## src/design/b64lw_pkg.sv

```systemverilog
// Package: shared job type, character constants and alphabet lookup for the encoder.
`timescale 1ns / 1ps
`default_nettype none
package b64lw_pkg;

    localparam logic [7:0] CHAR_PAD     = 8'h3d;  // '='
    localparam logic [7:0] CHAR_NEWLINE = 8'h0a;
    localparam logic [5:0] GROUPS_RESET = 6'd18;

    // Number of '=' in a group
    localparam logic [1:0] PAD_NONE = 2'd0;
    localparam logic [1:0] PAD_ONE  = 2'd1;
    localparam logic [1:0] PAD_TWO  = 2'd2;

    // One group of four characters, with an optional trailing newline
    typedef struct packed {
        logic [23:0] word;
        logic [1:0]  pad_cnt;
        logic        has_nl;
        logic        is_end;
    } t_job;

    function automatic logic [7:0] b64_sym(input logic [5:0] v);
        logic [7:0] v8;
        v8 = {2'b00, v};
        if (v < 6'd26)
            return 8'h41 + v8;
        else if (v < 6'd52)
            return 8'h61 + v8 - 8'd26;
        else if (v < 6'd62)
            return 8'h30 + v8 - 8'd52;
        else if (v == 6'd62)
            return 8'h2b;
        else
            return 8'h2f;
    endfunction

endpackage
`default_nettype wire

```

## src/design/b64lw_in_if.sv

```systemverilog
// Interface: byte input channel with valid/ready handshake.
`timescale 1ns / 1ps
`default_nettype none
interface b64lw_in_if;
    logic       valid;
    logic       ready;
    logic [7:0] data_byte;
    logic       is_final;

    modport source (output valid, output data_byte, output is_final, input ready);
    modport sink   (input valid, input data_byte, input is_final, output ready);
endinterface
`default_nettype wire

```

## src/design/b64lw_out_if.sv

```systemverilog
// Interface: character output channel with valid/ready handshake.
`timescale 1ns / 1ps
`default_nettype none
interface b64lw_out_if;
    logic       valid;
    logic       ready;
    logic [7:0] out_char;
    logic       run_end;
    logic       stream_end;

    modport source (output valid, output out_char, output run_end, output stream_end,
                    input ready);
    modport sink   (input valid, input out_char, input run_end, input stream_end,
                    output ready);
endinterface
`default_nettype wire

```

## src/design/b64lw_front.sv

```systemverilog
// Front end: collects bytes into groups, tracks line position, issues group jobs.
`timescale 1ns / 1ps
`default_nettype none
module b64lw_front (
    input  wire logic          i_clk,
    input  wire logic          i_rst_n,
    input  wire logic          i_cfg_wr_en,
    input  wire logic [5:0]    i_cfg_wr_data,
    b64lw_in_if.sink           i_in,
    input  wire logic          i_q_ready,
    output logic               o_push,
    output b64lw_pkg::t_job    o_job
);
    import b64lw_pkg::*;

    logic [5:0]  r_groups_per_line;
    logic [15:0] r_pend_bytes, n_pend_bytes;
    logic [1:0]  r_pend_cnt, n_pend_cnt;
    logic [5:0]  r_line_cnt, n_line_cnt;
    logic        accept;
    logic [5:0]  line_inc;
    logic        wrap;

    assign i_in.ready = i_q_ready;
    assign accept     = i_in.valid && i_q_ready;
    assign line_inc   = r_line_cnt + 6'd1;
    assign wrap       = (line_inc == r_groups_per_line);

    always_comb begin
        n_pend_bytes = r_pend_bytes;
        n_pend_cnt   = r_pend_cnt;
        n_line_cnt   = r_line_cnt;
        o_push       = 1'b0;
        o_job        = '0;
        if (accept) begin
            if (r_pend_cnt == 2'd2) begin
                // Full group; a final byte forces the closing newline
                o_push       = 1'b1;
                o_job.word   = {r_pend_bytes, i_in.data_byte};
                o_job.pad_cnt = PAD_NONE;
                o_job.has_nl = wrap || i_in.is_final;
                o_job.is_end = i_in.is_final;
                n_pend_cnt   = 2'd0;
                n_line_cnt   = (wrap || i_in.is_final) ? 6'd0 : line_inc;
            end else if (i_in.is_final) begin
                o_push       = 1'b1;
                o_job.has_nl = 1'b1;
                o_job.is_end = 1'b1;
                if (r_pend_cnt == 2'd0) begin
                    o_job.word    = {i_in.data_byte, 16'h0000};
                    o_job.pad_cnt = PAD_TWO;
                end else begin
                    o_job.word    = {r_pend_bytes[7:0], i_in.data_byte, 8'h00};
                    o_job.pad_cnt = PAD_ONE;
                end
                n_pend_cnt = 2'd0;
                n_line_cnt = 6'd0;
            end else begin
                n_pend_bytes = {r_pend_bytes[7:0], i_in.data_byte};
                n_pend_cnt   = r_pend_cnt + 2'd1;
            end
        end
    end

    always_ff @(posedge i_clk) begin
        if (!i_rst_n) begin
            r_groups_per_line <= GROUPS_RESET;
            r_pend_cnt        <= 2'd0;
            r_line_cnt        <= 6'd0;
        end else begin
            if (i_cfg_wr_en)
                r_groups_per_line <= i_cfg_wr_data;
            r_pend_cnt <= n_pend_cnt;
            r_line_cnt <= n_line_cnt;
        end
    end

    always_ff @(posedge i_clk) begin
        r_pend_bytes <= n_pend_bytes;
    end

    a_pend_range: assert property (@(posedge i_clk) disable iff (!i_rst_n)
        r_pend_cnt != 2'd3)
        else $error("pending byte count out of range");

    a_final_clears: assert property (@(posedge i_clk) disable iff (!i_rst_n)
        accept && i_in.is_final |=> r_pend_cnt == 2'd0 && r_line_cnt == 6'd0)
        else $error("final byte did not clear group state");

endmodule
`default_nettype wire

```

## src/design/b64lw_queue.sv

```systemverilog
// Job queue: small register FIFO between front end and character emitter.
`timescale 1ns / 1ps
`default_nettype none
module b64lw_queue #(
    parameter int DEPTH = 4  // 2 or more
) (
    input  wire logic          i_clk,
    input  wire logic          i_rst_n,
    input  wire logic          i_push,
    input  b64lw_pkg::t_job    i_job,
    output logic               o_ready,
    output logic               o_valid,
    output b64lw_pkg::t_job    o_job,
    input  wire logic          i_pop
);
    import b64lw_pkg::*;

    localparam int PTR_W = $clog2(DEPTH);
    localparam int CNT_W = $clog2(DEPTH + 1);

    t_job             r_mem [DEPTH];
    logic [PTR_W-1:0] r_wr_ptr, r_rd_ptr;
    logic [CNT_W-1:0] r_count;
    logic             do_push, do_pop;

    assign o_ready = (r_count != CNT_W'(DEPTH));
    assign o_valid = (r_count != '0);
    assign o_job   = r_mem[r_rd_ptr];
    assign do_push = i_push && o_ready;
    assign do_pop  = i_pop && o_valid;

    function automatic logic [PTR_W-1:0] ptr_next(input logic [PTR_W-1:0] p);
        return (p == PTR_W'(DEPTH - 1)) ? '0 : p + PTR_W'(1);
    endfunction

    always_ff @(posedge i_clk) begin
        if (!i_rst_n) begin
            r_wr_ptr <= '0;
            r_rd_ptr <= '0;
            r_count  <= '0;
        end else begin
            if (do_push)
                r_wr_ptr <= ptr_next(r_wr_ptr);
            if (do_pop)
                r_rd_ptr <= ptr_next(r_rd_ptr);
            if (do_push && !do_pop)
                r_count <= r_count + CNT_W'(1);
            else if (do_pop && !do_push)
                r_count <= r_count - CNT_W'(1);
        end
    end

    always_ff @(posedge i_clk) begin
        if (do_push)
            r_mem[r_wr_ptr] <= i_job;
    end

    a_count_bound: assert property (@(posedge i_clk) disable iff (!i_rst_n)
        r_count <= CNT_W'(DEPTH))
        else $error("queue count exceeds depth");

endmodule
`default_nettype wire

```

## src/design/b64lw_back.sv

```systemverilog
// Back end: walks each queued group to output reg one char per cycle unless stalled.
`timescale 1ns / 1ps
`default_nettype none
module b64lw_back (
    input  wire logic          i_clk,
    input  wire logic          i_rst_n,
    input  wire logic          i_q_valid,
    input  b64lw_pkg::t_job    i_job,
    output logic               o_pop,
    b64lw_out_if.source        o_out
);
    import b64lw_pkg::*;

    localparam logic [2:0] IDX_SYM0 = 3'd0;
    localparam logic [2:0] IDX_SYM1 = 3'd1;
    localparam logic [2:0] IDX_SYM2 = 3'd2;
    localparam logic [2:0] IDX_SYM3 = 3'd3;
    localparam logic [2:0] IDX_NL   = 3'd4;

    logic [2:0] r_idx;
    logic       r_out_valid;
    logic [7:0] r_out_char;
    logic       r_run_end, r_stream_end;
    logic       load;
    logic       last;
    logic [7:0] ch;

    assign load  = i_q_valid && (!r_out_valid || o_out.ready);
    assign last  = (r_idx == IDX_NL) || (r_idx == IDX_SYM3 && !i_job.has_nl);
    assign o_pop = load && last;

    always_comb begin
        case (r_idx)
            IDX_SYM0: ch = b64_sym(i_job.word[23:18]);
            IDX_SYM1: ch = b64_sym(i_job.word[17:12]);
            IDX_SYM2: ch = (i_job.pad_cnt == PAD_TWO) ? CHAR_PAD : b64_sym(i_job.word[11:6]);
            IDX_SYM3: ch = (i_job.pad_cnt != PAD_NONE) ? CHAR_PAD : b64_sym(i_job.word[5:0]);
            default:  ch = CHAR_NEWLINE;
        endcase
    end

    always_ff @(posedge i_clk) begin
        if (!i_rst_n) begin
            r_idx       <= IDX_SYM0;
            r_out_valid <= 1'b0;
        end else begin
            if (load)
                r_idx <= last ? IDX_SYM0 : r_idx + 3'd1;
            if (load)
                r_out_valid <= 1'b1;
            else if (o_out.ready)
                r_out_valid <= 1'b0;
        end
    end

    always_ff @(posedge i_clk) begin
        if (load) begin
            r_out_char   <= ch;
            r_run_end    <= last;
            r_stream_end <= (r_idx == IDX_NL) && i_job.is_end;
        end
    end

    assign o_out.valid      = r_out_valid;
    assign o_out.out_char   = r_out_char;
    assign o_out.run_end    = r_run_end;
    assign o_out.stream_end = r_stream_end;

    a_idx_range: assert property (@(posedge i_clk) disable iff (!i_rst_n)
        r_idx <= IDX_NL)
        else $error("character index out of range");

    a_end_is_last: assert property (@(posedge i_clk) disable iff (!i_rst_n)
        r_out_valid && r_stream_end |-> r_run_end && r_out_char == CHAR_NEWLINE)
        else $error("stream end not on a closing newline");

endmodule
`default_nettype wire

```

## src/design/base64_encoder_line_wrap_core.sv

```systemverilog
// Top level: streaming base64 encoder with line wrapping.
// Bytes enter on i_in, one per transaction, is_final on the last byte of a stream; characters
// leave on o_out one per transaction, with run_end on the last character caused by a byte and
// stream_end on the closing newline. The front end takes a byte every cycle while the job
// queue (QUEUE_DEPTH groups) has room; the back end emits one character per cycle while o_out
// is ready, four per group plus a newline when the group carries one, so sustained input is
// limited by the single-character output register. The first character of a group reaches
// o_out through the job queue and then the output register.
// Write groups_per_line only while idle.
`timescale 1ns / 1ps
`default_nettype none
module base64_encoder_line_wrap_core #(
    parameter int QUEUE_DEPTH = 4
) (
    input  wire logic       i_clk,
    input  wire logic       i_rst_n,
    input  wire logic       i_cfg_wr_en,
    input  wire logic [5:0] i_cfg_wr_data,
    b64lw_in_if.sink        i_in,
    b64lw_out_if.source     o_out
);
    import b64lw_pkg::*;

    logic q_ready, q_valid, push, pop;
    t_job front_job, head_job;

    b64lw_front u_front (
        .i_clk         (i_clk),
        .i_rst_n       (i_rst_n),
        .i_cfg_wr_en   (i_cfg_wr_en),
        .i_cfg_wr_data (i_cfg_wr_data),
        .i_in          (i_in),
        .i_q_ready     (q_ready),
        .o_push        (push),
        .o_job         (front_job)
    );

    b64lw_queue #(.DEPTH(QUEUE_DEPTH)) u_queue (
        .i_clk   (i_clk),
        .i_rst_n (i_rst_n),
        .i_push  (push),
        .i_job   (front_job),
        .o_ready (q_ready),
        .o_valid (q_valid),
        .o_job   (head_job),
        .i_pop   (pop)
    );

    b64lw_back u_back (
        .i_clk     (i_clk),
        .i_rst_n   (i_rst_n),
        .i_q_valid (q_valid),
        .i_job     (head_job),
        .o_pop     (pop),
        .o_out     (o_out)
    );

endmodule
`default_nettype wire

```

## src/flat_wrapper.sv

```systemverilog
// flat-port wrapper written by rule: the top's interface ports become plain ports
module base64_encoder_line_wrap_core_flat import b64lw_pkg::*;
#(
    parameter int QUEUE_DEPTH = 4
)
  (i_clk, i_rst_n, i_cfg_wr_en, i_cfg_wr_data, i_in_valid, i_in_data_byte, i_in_is_final, i_in_ready, o_out_valid, o_out_out_char, o_out_run_end, o_out_stream_end, o_out_ready);
  b64lw_in_if i_in_i ();
  b64lw_out_if o_out_i ();
  input  wire logic i_clk;
  input  wire logic i_rst_n;
  input  wire logic i_cfg_wr_en;
  input  wire logic [5:0] i_cfg_wr_data;
  input wire logic [$bits(i_in_i.valid)-1:0] i_in_valid;
  input wire logic [$bits(i_in_i.data_byte)-1:0] i_in_data_byte;
  input wire logic [$bits(i_in_i.is_final)-1:0] i_in_is_final;
  output wire logic [$bits(i_in_i.ready)-1:0] i_in_ready;
  output wire logic [$bits(o_out_i.valid)-1:0] o_out_valid;
  output wire logic [$bits(o_out_i.out_char)-1:0] o_out_out_char;
  output wire logic [$bits(o_out_i.run_end)-1:0] o_out_run_end;
  output wire logic [$bits(o_out_i.stream_end)-1:0] o_out_stream_end;
  input wire logic [$bits(o_out_i.ready)-1:0] o_out_ready;
  assign i_in_i.valid = i_in_valid;
  assign i_in_i.data_byte = i_in_data_byte;
  assign i_in_i.is_final = i_in_is_final;
  assign i_in_ready = i_in_i.ready;
  assign o_out_valid = o_out_i.valid;
  assign o_out_out_char = o_out_i.out_char;
  assign o_out_run_end = o_out_i.run_end;
  assign o_out_stream_end = o_out_i.stream_end;
  assign o_out_i.ready = o_out_ready;
  base64_encoder_line_wrap_core #(.QUEUE_DEPTH(QUEUE_DEPTH)) u_core (.i_clk(i_clk), .i_rst_n(i_rst_n), .i_cfg_wr_en(i_cfg_wr_en), .i_cfg_wr_data(i_cfg_wr_data), .i_in(i_in_i), .o_out(o_out_i));
endmodule
```

## config.mk

```make
export PLATFORM = sky130hd
export DESIGN_NAME = base64_encoder_line_wrap_core_flat
export DESIGN_NICKNAME = d
export VERILOG_FILES = /design/src/design/b64lw_pkg.sv /design/src/design/b64lw_in_if.sv /design/src/design/b64lw_out_if.sv /design/src/design/b64lw_front.sv /design/src/design/b64lw_queue.sv /design/src/design/b64lw_back.sv /design/src/design/base64_encoder_line_wrap_core.sv /design/src/flat_wrapper.sv
export SDC_FILE = /design/constraint.sdc
export NUM_CORES = 1
export LEC_CHECK = 0
export BUFFER_PORTS_ARGS = -buffer_cell sky130_fd_sc_hd__clkbuf_2
export CAP_MARGIN = 5
export CELL_PAD_IN_SITES_DETAIL_PLACEMENT = 2
export CELL_PAD_IN_SITES_GLOBAL_PLACEMENT = 2
export CORE_MARGIN = 8
export CORE_UTILIZATION = 47
export DETAILED_ROUTE_END_ITERATION = 16
export PLACE_DENSITY = 0.83
export SLEW_MARGIN = 0
export SYNTH_ARGS = -nofsm -noshare
export SYNTH_HDL_FRONTEND = slang
export SYNTH_SLANG_ARGS = --single-unit
```

## constraint.sdc

```tcl
create_clock -name i_clk -period 9 [get_ports i_clk]
set_input_delay 0.9 -clock i_clk [delete_from_list [all_inputs] [get_ports i_clk]]
set_output_delay 0.9 -clock i_clk [all_outputs]
set_load 0.05 [all_outputs]
```

==> results_dict.tcl, run 1 <==
set metrics [dict create \
    start_kind "flip-flop" \
    criticalPathCategory "flip-flop to flip-flop" \
    synth_seq_cells 165 \
    avgSynthCellArea_um2 13.0 \
    cts_resized 0 \
    die_w_um 149 \
    power.density_mw_per_mm2 214 \
    ctsHoldBuffers 0 \
    sw_frac_of_total_pct 31.8 \
    area_growth_syn_to_layout_pct 11.8 \
    detail-route-antenna-nets 0 \
    cts_root_buf "clkbuf_16" \
    p_sw_w 0.000629 \
    end_kind "flip-flop" \
    clock_power_share_pct 37.9 \
    fin_nets 728 \
    clk_path_buf_depth 2 \
    vias 5715 \
    rsz0062_at_grt "no" \
    p_seq_share_pct 45.3 \
    leakage_nw 3.29 \
    first_pass_iters 4 \
    cp.arrival_ps 3890 \
    place_congestion 0.861 \
    relSlewSlack_pct 14.7 \
    min_path_type "flip-flop to flip-flop" \
    synthCells 638 \
    final_cell_mix "138 x edfxtp_1, 52 x nand2_1, 36 x inv_1, 34 x ha_1, 32 x a21oi_1" \
    place_hpwl_um 17600 \
    grt_usage_pct 25.8 \
    finClkSkew_ps 10.0 \
    path_buf_inv 1 \
    synth_area_mm2 0.00827 \
    status "completed" \
    path_max_fanout 32 \
    initial_core_util_pct 48.0 \
    synth_edf_count 138 \
    num_rows 48 \
    cp_slowest_cell "mux4_2" \
    avgViaCountPerCell 6.27 \
    final_area_mm2 0.00925 \
    clk_pin_slew_worst_paths_ps 80 \
    seq_area_frac_synth_pct 56.7 \
    internal_power_w 0.00135 \
    insertion_delay_ps 450 \
    clock_sinks 165 \
    path_delay_family "compound AO/OA/AOI/OAI gates" \
    drv_slew 0 \
    cap_violations 0 \
    synthArstFlopShare_pct 0 \
    mostFrequentLayoutCell "edfxtp_1" \
    fin_crit_sh_pct 41.2 \
    fillers 1546 \
    pre_cts_ws_ps 5440 \
    wl_um 27700 \
    synth.area.top_cells "edfxtp_1 50%, mux4_2 7.6%, dfxtp_1 6.5%" \
    ir_drop_uv 159 \
    netlist.area_leader.share_pct 50.1 \
    worst_slack_ps 5290 \
    dpl_cell_area_mm2 0.00866 \
    grt_pass1_wl_um 41600 \
    first_iter_violations 434 \
    routedWlPerCell_um 30.4 \
    synth_nets 693 \
    hold_viol_final 0 \
    grt_antenna_before_repair 0 \
    overflow 0 \
    yosysWarnings 0 \
    grt_pass1_vias 6348 \
    ys.flop_type "edfxtp_1" \
    cts_tree "yes" \
    die_y_um 149 \
    h-tree-depth 4 \
    io_buffer_count 31 \
    grt_max_degree 33 \
    finalSetupViolCount 0 \
    dieArea_mm2 0.0221 \
    ios 32 \
    synth_top_area_cell "edfxtp_1" \
    crit_required_ps 9170 \
    drc 0 \
    diodes 0 \
    crit_chain "buf_4 -> mux4_2 -> ha_1 -> nand2b_1 -> o221ai_1 -> a21oi_2 -> mux2i_1 -> a31oi_1 -> a21oi_1 -> o211ai_1" \
    power_frac_comb_pct 16.8 \
    min_period_ps 3710 \
    worst_pin_slew_ps 1270 \
    postCtsSetupRepairBufs 0 \
    slowest_delay_ps 690 \
    max_freq_mhz 269 \
    core_area_mm2 0.0172 \
    tns_ps 0 \
    synth.distinct_cells 66 \
    power.total_w 0.00197 \
    utilization_pct 53.6 \
    layout-drive-gt1-share_pct 17.5 \
    cts_buffers 17 \
]
## worst paths after layout
check	start	to	slack, ps	cells after the start
worst max-delay path	flip-flop	u_core.u_back.o_out.out_char[2]	5290	10
worst min-delay path	u_core.u_front.r_pend_bytes[5]	u_core.u_front.r_pend_bytes[13]	510	0
worst max register to register	flip-flop	u_core.u_back.o_out.out_char[2]	5290	10
worst min register to register	u_core.u_front.r_pend_bytes[5]	u_core.u_front.r_pend_bytes[13]	510	0
## worst reg2reg max path, cell delays in order, from the launching register on
cell	delay, ps
dfxtp_2	330
buf_4	530
mux4_2	710
ha_1	330
nand2b_1	130
o221ai_1	190
a21oi_2	460
mux2i_1	280
a31oi_1	130
a21oi_1	220
o211ai_1	130
## state kept, by name, summed over array words and instances, names as in the netlist, named ones only
name and cells:
u_core.u_back.o_out.valid 1, u_core.u_back.o_out.out_char 8, u_core.u_queue.r_mem 112, u_core.u_back.r_idx 3
u_core.u_back.o_out.run_end 1, u_core.u_queue.r_wr_ptr 2, u_core.u_front.r_line_cnt 6, u_core.u_queue.r_count 3
u_core.u_front.r_pend_bytes 16, u_core.u_queue.r_rd_ptr 2, u_core.u_front.r_pend_cnt 2, u_core.u_front.r_groups_per_line 6
u_core.u_back.o_out.stream_end 1
## routing by layer
metal / share of wire (%) / track usage, % / up-vias / routed length [µm]
met3: 4.9 / 5.07 / 62 / 1370
met2: 51 / 44.2 / 209 / 14200
li1: - / - / 2483 / -
met4: 3.3 / 11.1 / 0 / 926
met1: 40 / 31.1 / 2961 / 11200
met5: 0 / 0 / - / 0
## power by group through the flow
stage / registers, W / logic, W / clock network [W]
6_report: 0.000895 / 0.000332 / 0.000748
5_1_grt: 0.000898 / 0.000352 / 0.000773
4_1_cts: 0.000895 / 0.000331 / 0.000754
3_5_place_dp: 0.000910 / 0.000318 / 0
3_3_place_gp: 0.000905 / 0.000299 / 0
2_1_floorplan: 0.000950 / 0.000175 / 0
## cell type report
type | instances | area (µm²) | area share [%]
clock buffer | 17 | 425 | 4.60
clock inverter | 15 | 158 | 1.71
inverter | 36 | 135 | 1.46
multi-input combinational | 417 | 3370 | 36.4
sequential | 165 | 4690 | 50.7
tap | 225 | 282 | 3.05
timing repair buffer | 36 | 193 | 2.08
## per-stage QoR
stage / hold WS (ps) / std cells
floorplan: 446 / 638
global placement: 464 / 879
detailed placement: 495 / 879
CTS: 516 / 911
global route: 524 / 911
finish: 512 / 911
## cells by family after synthesis
group                      after synthesis  share of synthesized area [%]
DFF                                    165                           56.7
muxes                                   55                           11.0
adders and majority gates               35                           5.39
xor gates and xnor gates                25                           2.81
buffers and inverters                   56                           3.06
and+or+nand+nor                        174                           10.5
AOI/OAI and AO/OA                      128                           10.5
## synth_stat cells (all sizes together), types with 2 or more instances
| cell type | count |
|---|---|
| a211o | 2 |
| a211oi | 6 |
| a21boi | 3 |
| a21o | 5 |
| a21oi | 35 |
| a22o | 8 |
| a22oi | 13 |
| a31oi | 7 |
| and2 | 12 |
| buf | 11 |
| clkbuf | 9 |
| dfxtp | 27 |
| edfxtp | 138 |
| ha | 34 |
| inv | 36 |
| mux2 | 8 |
| mux2i | 19 |
| mux4 | 28 |
| nand2 | 52 |
| nand2b | 5 |
| nand3 | 10 |
| nand3b | 4 |
| nand4 | 4 |
| nor2 | 32 |
| nor2b | 24 |
| nor3 | 15 |
| nor3b | 4 |
| nor4 | 2 |
| o211ai | 7 |
| o21ai | 21 |
| o21bai | 2 |
| o221ai | 4 |
| o22ai | 2 |
| o31a | 2 |
| o31ai | 2 |
| or2 | 3 |
| or3 | 3 |
| xnor2 | 16 |
| xor2 | 8 |
No activity file was read; power rests on OpenSTA's default activity.
==> run 2: changes to the inputs <==
--- a/config.mk
+++ b/config.mk
@@ -5,14 +5,15 @@
 export SDC_FILE = /design/constraint.sdc
 export NUM_CORES = 1
 export LEC_CHECK = 0
+export ABC_AREA = 1
 export BUFFER_PORTS_ARGS = -buffer_cell sky130_fd_sc_hd__clkbuf_2
 export CAP_MARGIN = 5
 export CELL_PAD_IN_SITES_DETAIL_PLACEMENT = 2
 export CELL_PAD_IN_SITES_GLOBAL_PLACEMENT = 2
 export CORE_MARGIN = 8
-export CORE_UTILIZATION = 47
+export CORE_UTILIZATION = 36
 export DETAILED_ROUTE_END_ITERATION = 16
-export PLACE_DENSITY = 0.83
+export PLACE_DENSITY = 0.76
 export SLEW_MARGIN = 0
 export SYNTH_ARGS = -nofsm -noshare
 export SYNTH_HDL_FRONTEND = slang
==> constraint.sdc (replaced) <==
create_clock -name i_clk -period 3.1 [get_ports i_clk]
set_input_delay 0.31 -clock i_clk [delete_from_list [all_inputs] [get_ports i_clk]]
set_output_delay 0.31 -clock i_clk [all_outputs]
set_load 0.05 [all_outputs]
==> run 2 against run 1 <==
Core utilization fell by 12 points. Via count rose by 22%. Clock power grew to 2.8 times the previous value. Clock skew rose by 12 ps. Sequential power grew to 3.1 times the previous value. First-iteration DRC count is 49% lower. Count of clock-buffer cells in the layout unchanged. Critical path type unchanged.
==> results_dict.tcl, run 2 <==
set metrics [dict create \
    slowest_delay_ps 370 \
    synth_top_area_cell "edfxtp_1" \
    finalSetupViolCount 0 \
    place_congestion 0.817 \
    initial_core_util_pct 36.6 \
    place_hpwl_um 19000 \
    start_kind "flip-flop" \
    fin_crit_sh_pct 88.4 \
    core_area_mm2 0.0242 \
    rsz0062_at_grt "no" \
    ys.flop_type "edfxtp_1" \
    fillers 2684 \
    clock_power_share_pct 24.7 \
    final_cell_mix "269 x nand2_1, 138 x edfxtp_1, 111 x inv_1, 91 x nand3_1, 76 x nor2_1" \
    grt_pass1_wl_um 42200 \
    met3_usage_pct 2.37 \
    yosysWarnings 0 \
    cts_tree "yes" \
    netlist.area_leader.share_pct 46.6 \
    largest_reg_flops 112 \
    mostFrequentLayoutCell "nand2_1" \
    clk_pin_slew_worst_paths_ps 70 \
    synthMostInstantiatedCell "nand2_1" \
    die_y_um 173 \
    clk_path_buf_depth 2 \
    cpMostUsedCell "nand2_1" \
    die_w_um 173 \
    synthArstFlopShare_pct 0 \
    diodes 0 \
    grt_antenna_before_repair 0 \
    grt.busiest_layer "met2" \
    reg2reg_setup_slack_ps 360 \
    worst_pin_slew_ps 779 \
    num_rows 57 \
    grt_usage_pct 17.7 \
    multi_input_area_mm2 0.00359 \
    io_buffer_count 31 \
    synth.distinct_cells 39 \
    power.total_w 0.00857 \
    p_sw_w 0.00367 \
    wl_um 26000 \
    synth_nets 1045 \
    internal_power_w 0.00490 \
    grt_util_met1_pct 21.6 \
    seq_area_frac_synth_pct 52.7 \
    cp_slowest_cell "buf_6" \
    cts_root_buf "clkbuf_16" \
    cap_violations 0 \
    clock_sinks 165 \
    postCtsSetupRepairBufs 0 \
    layout-drive-gt1-share_pct 14.5 \
    synth_seq_cells 165 \
    h-tree-depth 4 \
    synthCells 990 \
    routedWlPerCell_um 19.0 \
    register_area_mm2 0.00469 \
    fin_nets 1090 \
    overflow 0 \
    insertion_delay_ps 440 \
    crit_chain "buf_6 -> nand2_1 -> nand3_1 -> nand2_2 -> inv_1 -> ha_1 -> inv_1 -> nor2_1 -> nand2_1 -> a21oi_1 -> nand2_1 -> nand2_1 -> nand2_1 -> nand2_1 -> nand2_1 -> nand3_1" \
    ios 32 \
    min_period_ps 2740 \
    detail-route-antenna-nets 0 \
    path_buf_inv 3 \
    pre_cts_ws_ps 204 \
    relSlewSlack_pct 47.4 \
    ctsHoldBuffers 0 \
    top_register "u_core.u_queue.r_mem" \
    crit_required_ps 3400 \
    criticalPathCategory "flip-flop to flip-flop" \
    path_delay_family "simple AND/OR/NAND/NOR gates" \
    grt_max_degree 57 \
    ir_drop_uv 572 \
    sw_frac_of_total_pct 42.8 \
    worst_slack_ps 360 \
    path_max_fanout 56 \
    synth_area_mm2 0.00888 \
    cts_buffers 17 \
    finClkSkew_ps 22.2 \
    dieArea_mm2 0.0300 \
    cts_resized 0 \
    p_seq_share_pct 32.6 \
    synth.area.top_cells "edfxtp_1 47%, nand2_1 11%, dfxtp_1 6.1%" \
    hold_viol_final 0 \
    grt_pass1_vias 7825 \
    power.density_mw_per_mm2 851 \
    avgViaCountPerCell 5.08 \
    status "completed" \
    first_iter_violations 222 \
    min_path_type "input port to flip-flop" \
    avgSynthCellArea_um2 8.97 \
    power_frac_comb_pct 42.7 \
    synth_edf_count 138 \
    drc 0 \
    vias 6964 \
    end_kind "flip-flop" \
    max_freq_mhz 365 \
    first_pass_iters 5 \
    area_growth_syn_to_layout_pct 13.3 \
    netlist_top_cells_count "269 x nand2_1, 138 x edfxtp_1, 111 x inv_1" \
    drv_slew 0 \
    grtUsageMet2_pct 31.2 \
    cp.arrival_ps 3040 \
    leakage_nw 4.29 \
]
[run 2: cell families after synthesis]
| family | count (synthesis) | synth area share (%) |
|---|---|---|
| fa+ha+maj | 35 | 5.01 |
| simple gates | 517 | 26.3 |
| buf+inv | 146 | 7.07 |
| flops | 165 | 52.7 |
| compound gates | 106 | 6.69 |
| xor+xnor | 21 | 2.24 |
[run 2: worst reg2reg max path: cells and delay by family, from the launching register on]
kind,cells,cell delay [ps]
buffers and inverters,3,620
AOI/OAI and AO/OA,1,150
adders and majority gates,1,220
and+or+nand+nor,11,1260
DFF,1,360
[run 2: power groups by stage]
stage | clock, W | sequential (W) | combinational (W)
2_1_floorplan | 0 | 0.00309 | 0.00236
3_3_place_gp | 0 | 0.00283 | 0.00357
3_5_place_dp | 0 | 0.00284 | 0.00369
4_1_cts | 0.00217 | 0.00279 | 0.00372
5_1_grt | 0.00224 | 0.00282 | 0.00410
6_report | 0.00212 | 0.00279 | 0.00366
[run 2: cell type report]
type | instances | share of cell area, %
Clock inverter | 15 | 1.55
Multi-Input combinational cell | 679 | 35.7
Clock buffer | 17 | 4.23
Inverter | 122 | 4.57
Tap cell | 324 | 4.03
Sequential cell | 165 | 46.6
Timing Repair Buffer | 50 | 3.37
[run 2: metrics by stage]
step	util [%]	setup TNS, ps	cell area [µm²]	std cells	hold slack (ps)
floorplan	-	-15790	8880	990	409
global placement	39.1	0	9480	1340	432
detailed placement	39.1	0	9480	1340	438
CTS	41.5	0	10100	1372	53.3
global route	41.5	0	10100	1372	58.9
finish	41.5	0	10100	1372	74.6
[run 2: worst paths after layout]
check                                 startpoint                               to  depth (start not counted)
hold / removal                 i_in_data_byte[2]   u_core.u_front.r_pend_bytes[2]                          1
setup reg to reg                       flip-flop  u_core.u_back.o_out.out_char[2]                         16
hold reg to reg   u_core.u_front.r_pend_bytes[3]  u_core.u_front.r_pend_bytes[11]                          0
setup / recovery                       flip-flop  u_core.u_back.o_out.out_char[2]                         16
[run 2: routing by layer]
metal | wire length (µm) | share of wire (%)
met1 | 11900 | 46
met2 | 13200 | 51
met3 | 394 | 1.5
met4 | 562 | 2.2
met5 | 0 | 0
==> run 3: changes to the inputs <==
--- a/config.mk
+++ b/config.mk
@@ -13,6 +13,7 @@
 export CORE_MARGIN = 8
 export CORE_UTILIZATION = 36
 export DETAILED_ROUTE_END_ITERATION = 16
+export GPL_TIMING_DRIVEN = 0
 export PLACE_DENSITY = 0.76
 export SLEW_MARGIN = 0
 export SYNTH_ARGS = -nofsm -noshare
==> run 3 against run 2 <==
Largest cell class unchanged. Critical path depth rose by 1. Count of clock-buffer cells in the layout did not move. Die area did not move. Via count rose by 1.6%. Clock power grew 8%. Core utilization increased by 0.70 points. Final cell count rose by 0.73%. Critical path type unchanged. First-iteration DRC count is 10% higher. Global-route usage is 1.2 points higher. Combinational power up 2%. Setup slack worse by 98 ps.
==> results_dict.tcl, run 3 (synthesis gave the netlist of run 2 again) <==
set metrics [dict create \
    avgViaCountPerCell 5.12 \
    top_register "u_core.u_queue.r_mem" \
    cts_buffers 17 \
    max_freq_mhz 352 \
    start_kind "flip-flop" \
    leakage_nw 4.34 \
    worst_pin_slew_ps 791 \
    grt_antenna_before_repair 0 \
    ios 32 \
    initial_core_util_pct 36.6 \
    rsz0062_at_grt "no" \
    layout-drive-gt1-share_pct 15.1 \
    min_path_type "input port to flip-flop" \
    grt_max_degree 25 \
    min_period_ps 2840 \
    cp_slowest_cell "dfxtp_1" \
    overflow 0 \
    place_hpwl_um 20500 \
    cts_root_buf "clkbuf_16" \
    first_iter_violations 245 \
    finClkSkew_ps 7.52 \
    diodes 0 \
    crit_required_ps 3290 \
    h-tree-depth 4 \
    num_rows 57 \
    fin_nets 1100 \
    die_w_um 173 \
    path_buf_inv 6 \
    hold_viol_final 0 \
    ctsHoldBuffers 0 \
    io_buffer_count 31 \
    drv_slew 0 \
    area_growth_syn_to_layout_pct 15.2 \
    detail-route-antenna-nets 0 \
    clk_path_buf_depth 2 \
    wl_um 27900 \
    insertion_delay_ps 440 \
    place_congestion 0.794 \
    grt_pass1_wl_um 44100 \
    grt_pass1_vias 7845 \
    utilization_pct 42.2 \
    tns_ps 0 \
    finalSetupViolCount 0 \
    dieArea_mm2 0.0300 \
    crit_chain "inv_2 -> buf_6 -> buf_6 -> nand2_1 -> nand3_1 -> nand2_1 -> inv_1 -> ha_1 -> inv_1 -> o21ai_0 -> xnor2_1 -> o21ai_1 -> nand2_1 -> nand3_1 -> nand2_1 -> inv_1 -> nand3_1" \
    vias 7075 \
    path_delay_family "buffers and inverters" \
    power.density_mw_per_mm2 860 \
    status "completed" \
    clk_pin_slew_worst_paths_ps 70 \
    end_kind "flip-flop" \
    relSlewSlack_pct 46.6 \
    path_max_fanout 10 \
    cts_tree "yes" \
    cpMostUsedCell "nand2_1" \
    mostFrequentLayoutCell "nand2_1" \
    final_cell_mix "269 x nand2_1, 138 x edfxtp_1, 111 x inv_1, 91 x nand3_1, 74 x nor2_1" \
    routedWlPerCell_um 20.2 \
    fin_crit_sh_pct 91.5 \
    grt_usage_pct 18.9 \
    cap_violations 0 \
    largest_reg_flops 112 \
    core_area_mm2 0.0242 \
    first_pass_iters 6 \
    clock_sinks 165 \
    die_y_um 173 \
    slowest_delay_ps 430 \
    drc 0 \
    ir_drop_uv 362 \
    cp.arrival_ps 3030 \
    criticalPathCategory "flip-flop to flip-flop" \
]
-- run 3: metal layers --
metal	up-vias	track usage (%)	wire length (µm)
li1	3402	-	-
met4	0	6.04	523
met2	100	35.2	14700
met5	-	0	0
met1	3537	21.6	11800
met3	36	3.09	821
-- run 3: worst register-to-register path, stage by stage, from the launching register on --
cell and delay [ps]:
dfxtp_1 430, inv_2 70, buf_6 150, buf_6 150, nand2_1 70, nand3_1 110
nand2_1 270, inv_1 150, ha_1 240, inv_1 140, o21ai_0 150, xnor2_1 150
o21ai_1 150, nand2_1 60, nand3_1 60, nand2_1 100, inv_1 80, nand3_1 70
-- run 3: through the flow --
stage	std cells	setup WS [ps]	area, µm²	power (W)	hold slack, ps
after floorplan	990	-141	8880	0.00544	409
after global placement	1345	-1410	9450	0.00638	432
after detailed placement	1351	-155	9600	0.00659	438
after CTS	1383	43.5	10200	0.00891	49.7
after global routing	1382	20.4	10200	0.00938	50.9
final	1382	262	10200	0.00880	65.4
-- run 3: repair_timing --
action / in CTS / in global routing
setup endpoints to repair: 6 / 5
gates resized for setup: 3 / 6
pin swaps: 0 / 0
buffers inserted: 0 / 0
-- run 3: final timing paths --
kind,start,slack (ps),cells after the start,endpoint
max,flip-flop,260,17,u_core.u_back.o_out.out_char[4]
min,i_in_data_byte[2],70,1,u_core.u_front.r_pend_bytes[2]
max reg2reg,flip-flop,260,17,u_core.u_back.o_out.out_char[4]
min reg2reg,u_core.u_front.r_pend_bytes[0],450,0,u_core.u_front.r_pend_bytes[8]
-- run 3: cell type report --
class	count	area, µm²
inverters	122	458
fillers	2665	14000
well taps	324	405
multi-input cells	679	3640
flip-flops and latches	165	4680
plain buffers	23	170
clock inverters	15	191
repair buffers	37	265
clock buffers	17	425
-- run 3: power breakdown --
group,internal (W),switching (W)
logic,0.00108,0.00265
registers,0.00270,0.000101
clock network,0.00129,0.000983
